==> config.mk <==
export PLATFORM = sky130hd
export DESIGN_NAME = cngc_ram
export DESIGN_NICKNAME = d
export VERILOG_FILES = /design/src/hw/rtl/cngc_ram.sv
export SDC_FILE = /design/constraint.sdc
export NUM_CORES = 1
export LEC_CHECK = 0
export BUFFER_PORTS_ARGS = -buffer_cell sky130_fd_sc_hd__buf_2
export CAP_MARGIN = 40
export CORE_MARGIN = 4
export CORE_UTILIZATION = 30
export CTS_CLUSTER_DIAMETER = 40
export DETAILED_ROUTE_END_ITERATION = 6
export SYNTH_ARGS = -nofsm -noshare
export SYNTH_HDL_FRONTEND = slang
export SYNTH_SLANG_ARGS = --single-unit
==> constraint.sdc <==
create_clock -name i_clk -period 2.41 [get_ports i_clk]
set_input_delay 0.241 -clock i_clk [delete_from_list [all_inputs] [get_ports i_clk]]
set_output_delay 0.241 -clock i_clk [all_outputs]
set_load 0.02 [all_outputs]
==> src/hw/rtl/cngc_ram.sv <==
// Generic single-write, single-read RAM with a registered read port.
`default_nettype none

module cngc_ram #(
    parameter int WIDTH = 8,
    parameter int DEPTH = 16
) (
    input  wire logic                     i_clk,
    input  wire logic                     i_we,
    input  wire logic [$clog2(DEPTH)-1:0] i_waddr,
    input  wire logic [WIDTH-1:0]         i_wdata,
    input  wire logic [$clog2(DEPTH)-1:0] i_raddr,
    output logic      [WIDTH-1:0]         o_rdata
);

    logic [WIDTH-1:0] r_mem [DEPTH];

    always_ff @(posedge i_clk) begin
        if (i_we) begin
            r_mem[i_waddr] <= i_wdata;
        end
        o_rdata <= r_mem[i_raddr];
    end

endmodule

`default_nettype wire

==> results.sh, run 1 <==
export IMPL_setup_viol=0
export IMPL_initialDrtViolationCount=263
export IMPL_rows=47
export IMPL_crit_path_start_kind="input port"
export IMPL_initial_utilization_pct=30.8
export IMPL_antenna_cells=0
export IMPL_avgSynthCellArea_um2=22.5
export IMPL_period_share_pct=56.0
export IMPL_ys_ff_latch=136
export IMPL_ctsResizeCount=0
export IMPL_netlist_top_cells_count="edfxtp_1, mux4_2, a22oi_1"
export IMPL_clockRootBuffer="clkbuf_16"
export IMPL_nNetsFinal=303
export IMPL_grt_ovfl_total=0
export IMPL_worst_path_max_delay_cell="mux4_1"
export IMPL_synthCells=229
export IMPL_r2r_end="o_rdata[5]"
export IMPL_cts_buffer_depth=2
export IMPL_cts_setup_buffers=0
export IMPL_drt_pass1_iter_count=4
export IMPL_dp_hpwl_um=6830
export IMPL_worstHoldPathType="input port to flop"
export IMPL_min_delay_path_depth=1
export IMPL_synth_most_common_cell="edfxtp_1"
export IMPL_layout_drive_gt1_share_pct=31.2
export IMPL_rr_startpoint="r_mem[9][5]"
export IMPL_worst_path_buf_inv=2
export IMPL_hold_end="r_mem[9][4]"
export IMPL_path_cells="buf_2, buf_12, mux4_1, a22oi_1, nand2_1"
export IMPL_rsz0062_at_grt="false"
export IMPL_ys_seq_area_share_pct=77.8
export IMPL_clk_latency_ns=0.41
export IMPL_worstMarginPinSlew_ns=0.470
export IMPL_antenna_found_initial=0
export IMPL_yosysTopAreaCellShare_pct=74.7
export IMPL_fin_ws_ns=1.06
export IMPL_skew_ns=0.00604
export IMPL_die_w_um=139
export IMPL_cts_max_level=4
export IMPL_clkTransAtPathRegs_ns=0.06
export IMPL_ctsHoldBuffers=0
export IMPL_muxShareOfSynthArea_pct=15.0
export IMPL_synthDistinctLibCells=19
export IMPL_synthSimpleGateAreaFrac_pct=3.18
export IMPL_numPortBuffers=25
export IMPL_grt_max_degree=21
export IMPL_num_io_pins=26
export IMPL_post_drt_via_cell_ratio=4.75
export IMPL_max_freq_mhz=741
export IMPL_worst_path_stages=5
export IMPL_slew_violations=0
export IMPL_syn_area_mm2=0.00515
export IMPL_min_period_ns=1.35
export IMPL_synth_edff_count=128
export IMPL_synth_adder_area_share_pct=0
export IMPL_syn_nets=247
export IMPL_gp_congestion=0.726
export IMPL_ys_async_sr_fraction_pct=0
export IMPL_grt_pass1_vias=2549
export IMPL_globalRouteTotalUtil_pct=11.4
export IMPL_dr_total_vias=2460
export IMPL_synth_top_family_by_area="multiplexers"
export IMPL_drv_cap=0
export IMPL_fin_area_mm2=0.00628
export IMPL_power_density_mw_per_mm2=902
export IMPL_avgRoutedWirePerCell_um=20.7
export IMPL_vdd_drop_max_v=0.000519
export IMPL_yosys_warnings=0
export IMPL_worstHoldStart="i_wdata[4]"
export IMPL_status="finished clean"
export IMPL_drc_errors=0
export IMPL_post_place_ws_ns=0.629
export IMPL_postRouteAntennaNets=0
export IMPL_cts_tree="built"
export IMPL_maxSlewHeadroom_pct=68.7
export IMPL_path_delay_family="multiplexers"
export IMPL_syn_to_final_growth_pct=22.1
export IMPL_tns_ns=0
export IMPL_wl_um=10700
export IMPL_p_leak_nw=2.12
export IMPL_finalHoldViolCount=0
export IMPL_synth_top_area_cell="edfxtp_1"
export IMPL_critPathRequiredTime_ns=2.69
export IMPL_synth_xor_area_share_pct=0
export IMPL_die_y_um=139
export IMPL_synth_compound_area_share_pct=2.33
export IMPL_clock_sinks=136
export IMPL_cts_buffers=17
export IMPL_critPathKind="input port to flop"
export IMPL_synthFlopType="edfxtp_1"
export IMPL_cp_max_fo=18
export IMPL_coreArea_mm2=0.0167
export IMPL_cp_end_kind="flop"
export IMPL_crit_arrival_ns=1.63
export IMPL_grt_pass1_wl_um=16100
export IMPL_synthTopCellsByArea="edfxtp_1, mux4_2, mux4_1"
export IMPL_r2r_setup_slack_ns=1.10
export IMPL_die_area_mm2=0.0193
export IMPL_cpPeakStageDelay_ns=0.57
export IMPL_ff2ff_path_depth=3
export IMPL_place_area_mm2=0.00565
-- cell usage in the layout, fill, tap and decap left out --
cell type | netlist | routed
inv_6 | 0 | 2
nand3b_1 | 2 | 2
nor3_1 | 4 | 4
buf_4 | 1 | 20
clkinv_2 | 0 | 1
edfxtp_1 | 128 | 128
nor2_1 | 13 | 13
bufinv_16 | 0 | 5
and2b_1 | 1 | 1
mux4_1 | 14 | 14
or3b_2 | 1 | 1
buf_12 | 0 | 2
nand2b_1 | 2 | 2
buf_2 | 3 | 25
nor2b_1 | 1 | 1
mux4_2 | 18 | 18
clkinv_1 | 0 | 4
a22oi_1 | 16 | 16
clkbuf_16 | 0 | 17
nand2_1 | 9 | 9
clkbuf_1 | 0 | 1
clkinvlp_4 | 0 | 2
nand3_1 | 1 | 1
and2_1 | 1 | 1
dfxtp_1 | 8 | 8
-- stage by stage --
| stage | instances | hold slack [ns] | util (%) | total power [mW] |
|---|---|---|---|---|
| 6_report | 518 | 0.214 | 37.6 | 5.67 |
| 5_1_grt | 518 | 0.210 | 37.6 | 5.85 |
| 3_5_place_dp | 486 | 0.633 | 33.8 | 2.98 |
| 2_1_floorplan | 229 | 0.340 | - | 2.86 |
| 3_3_place_gp | 486 | 0.618 | 33.8 | 2.97 |
| 4_1_cts | 518 | 0.196 | 37.6 | 5.71 |
-- where the power goes --
part	leakage [nW]	internal [mW]	switching (mW)	total, mW
Combinational	0.596	0.109	0.157	0.266
Clock	0.301	1.82	0.921	2.75
Sequential	1.22	2.65	0.0144	2.66
-- worst register-to-register path, stage by stage (launching register included) --
cell and delay [ns]:
edfxtp_1 0.35, mux4_1 0.51, a22oi_1 0.21, nand2_1 0.12
-- layout make-up --
cell class,count,area [um^2]
multi-input combinational,83,1060
timing repair buffer,47,315
clock inverter,14,203
clock buffer,18,429
fill,1536,10400
tap,220,275
sequential,136,4000
-- routing by layer --
| layer | global-route usage (%) | vias up | part of all wire, % |
|---|---|---|---|
| met1 | 15.5 | 1288 | 44 |
| met3 | 3.00 | 12 | 5.1 |
| met5 | 0 | - | 0 |
| li1 | - | 1087 | - |
| met4 | 4.02 | 0 | 1.2 |
| met2 | 18.0 | 73 | 49 |
-- cells by family (layout without fill, tap and decap cells) --
| group | after synthesis | count (layout) |
|---|---|---|
| AOI/OAI and AO/OA | 16 | 16 |
| buffers and inverters | 10 | 79 |
| DFF | 136 | 136 |
| muxes | 32 | 32 |
| and+or+nand+nor | 35 | 35 |
-- worst max-delay path by stage --
stage                    start     endpoint  slack, ns
floorplan           i_waddr[2]  r_mem[0][0]       0.68
global placement    i_raddr[0]   o_rdata[2]       0.65
detailed placement  i_raddr[0]   o_rdata[5]       0.63
CTS                 i_raddr[0]   o_rdata[5]       1.06
global route        i_raddr[0]   o_rdata[5]       1.01
finish              i_raddr[0]   o_rdata[5]       1.06
-- sequential cells by signal, summed over array words and instances (netlist names) --
register,count
o_rdata,8
r_mem,128
Power figures use the tool's default switching activity.
==> run 2: changes to the inputs <==
==> constraint.sdc (replaced) <==
create_clock -name i_clk -period 1.34 [get_ports i_clk]
set_input_delay 0.134 -clock i_clk [delete_from_list [all_inputs] [get_ports i_clk]]
set_output_delay 0.134 -clock i_clk [all_outputs]
set_load 0.02 [all_outputs]
==> run 2 against run 1 <==
Effect of this change: global-route usage grew 0.16 points; die area is the same; power grew 68%; clock skew shrank 0.0019 ns; routed wire length shrank 2.6%; critical path depth shrank 2; final cell count grew 2.1%; combinational power grew 97%; via count is the same; clock power grew 53%; first-iteration DRC count shrank 33%; highest routed layer unchanged; largest power group is now sequential cells; worst setup slack lost 1.0 ns.
==> results.sh, run 2 (synthesis gave the netlist of run 1 again) <==
export IMPL_die_y_um=139
export IMPL_hold_end="r_mem[6][1]"
export IMPL_critPathKind="flop to flop"
export IMPL_antenna_found_initial=0
export IMPL_maxSlewHeadroom_pct=34.4
export IMPL_grt_ovfl_total=0
export IMPL_worstHoldPathType="input port to flop"
export IMPL_setup_viol=0
export IMPL_fin_area_mm2=0.00634
export IMPL_skew_ns=0.00412
export IMPL_grt_pass1_wl_um=16200
export IMPL_cp_max_fo=1
export IMPL_top_regs="r_mem x128, o_rdata x8"
export IMPL_die_area_mm2=0.0193
export IMPL_post_place_ws_ns=-0.281
export IMPL_num_io_pins=26
export IMPL_globalRouteTotalUtil_pct=11.6
export IMPL_worst_path_buf_inv=0
export IMPL_largest_reg_flops=128
export IMPL_grt_pass1_vias=2650
export IMPL_numPortBuffers=25
export IMPL_cts_max_level=4
export IMPL_post_drt_via_cell_ratio=4.65
export IMPL_wl_um=10500
export IMPL_worst_path_max_delay_cell="mux4_1"
export IMPL_finalNonFillerCells=529
export IMPL_clockRootBuffer="clkbuf_16"
export IMPL_grt_max_degree=19
export IMPL_cts_tree="built"
export IMPL_min_delay_path_depth=1
export IMPL_slew_violations=0
export IMPL_path_cells="mux4_1, a22oi_2, nand2_1"
export IMPL_clkTransAtPathRegs_ns=0.05
export IMPL_largest_register="r_mem"
export IMPL_dp_hpwl_um=6930
export IMPL_initialDrtViolationCount=176
export IMPL_vdd_drop_max_v=0.000875
export IMPL_ctsHoldBuffers=0
export IMPL_coreArea_mm2=0.0167
export IMPL_rows=47
export IMPL_max_freq_mhz=766
export IMPL_power_mw=9.52
export IMPL_nNetsFinal=314
export IMPL_rr_startpoint="r_mem[9][4]"
export IMPL_place_inst=497
export IMPL_crit_arrival_ns=1.60
export IMPL_initial_utilization_pct=30.8
export IMPL_period_share_pct=97.4
export IMPL_gp_congestion=0.729
export IMPL_place_area_mm2=0.00578
export IMPL_cpPeakStageDelay_ns=0.53
export IMPL_dr_total_vias=2460
export IMPL_cts_setup_buffers=0
export IMPL_drc_errors=0
export IMPL_cts_buffers=17
export IMPL_layout_common_cells="edfxtp_1, buf_4, buf_2, mux4_2, clkbuf_16"
export IMPL_finalHoldViolCount=0
export IMPL_cts_buffer_depth=2
export IMPL_antenna_cells=0
export IMPL_clk_latency_ns=0.41
export IMPL_fin_ws_ns=0.0351
export IMPL_avgRoutedWirePerCell_um=19.8
export IMPL_worstHoldStart="i_wdata[1]"
export IMPL_layout_drive_gt1_share_pct=37.9
export IMPL_cp_end_kind="flop"
export IMPL_ff2ff_path_depth=3
export IMPL_path_delay_family="multiplexers"
export IMPL_whs_ns=0.110
export IMPL_worstMarginPinSlew_ns=0.982
export IMPL_worst_path_stages=3
export IMPL_critPathRequiredTime_ns=1.63
export IMPL_power_density_mw_per_mm2=1500
export IMPL_min_period_ns=1.30
export IMPL_n_fill_cell=1534
export IMPL_drv_cap=0
export IMPL_p_leak_nw=2.14
export IMPL_crit_path_start_kind="flop"
export IMPL_clock_sinks=136
export IMPL_die_w_um=139
export IMPL_r2r_end="o_rdata[4]"
export IMPL_syn_to_final_growth_pct=23.2
export IMPL_status="finished clean"
export IMPL_r2r_setup_slack_ns=0.04
export IMPL_postRouteAntennaNets=0
export IMPL_final_common_cell="edfxtp_1"
export IMPL_drt_pass1_iter_count=4
[run 2: changes by cell type in the layout (fill, tap and decap cells not counted), sizes merged]
cell	before	now
buf	47	58
bufinv	5	1
clkbuf	18	22
clkinv	5	7
inv	2	0
[run 2: area by class of cell]
class	count	area, um^2	share of cell area (%)
well taps	220	275	4.34
flip-flops and latches	136	4000	63.1
repair buffers	58	435	6.86
multi-input cells	83	1090	17.1
clock buffers	22	464	7.32
clock inverters	10	77.6	1.22
[run 2: how the worst max path moves through the flow]
stage,startpoint,to,slack [ns]
2_1_floorplan,i_waddr[2],r_mem[3][0],-0.06
3_3_place_gp,i_raddr[0],o_rdata[3],-0.29
3_5_place_dp,i_raddr[0],o_rdata[3],-0.28
4_1_cts,r_mem[9][5],o_rdata[5],0.002
5_1_grt,r_mem[11][4],o_rdata[4],-0.007
6_report,r_mem[9][4],o_rdata[4],0.04
[run 2: what timing repair did]
action	CTS	global route
hold endpoints to repair	0	0
resized for setup	4	8
setup endpoints to repair	4	8
pin swaps	0	5
[run 2: report_power, final]
part	switching, mW	total, mW	internal (mW)
Combinational	0.295	0.524	0.229
Sequential	0.0329	4.79	4.76
Clock	1.59	4.20	2.61
[run 2: per-stage QoR]
stage | TNS [ns] | utilization, %
after floorplan | -1.79 | -
after global placement | -4.77 | 34.5
after detailed placement | -4.29 | 34.6
after CTS | 0 | 38.0
after global routing | -0.00734 | 38.0
final | 0 | 38.0
[run 2: layer usage]
layer | vias to the layer above | global-route usage, % | share of wire, %
met3 | 15 | 3.41 | 3.9
met2 | 55 | 17.6 | 48
met4 | 0 | 4.17 | 1.4
li1 | 1106 | - | -
met1 | 1284 | 16.0 | 46
met5 | - | 0 | 0
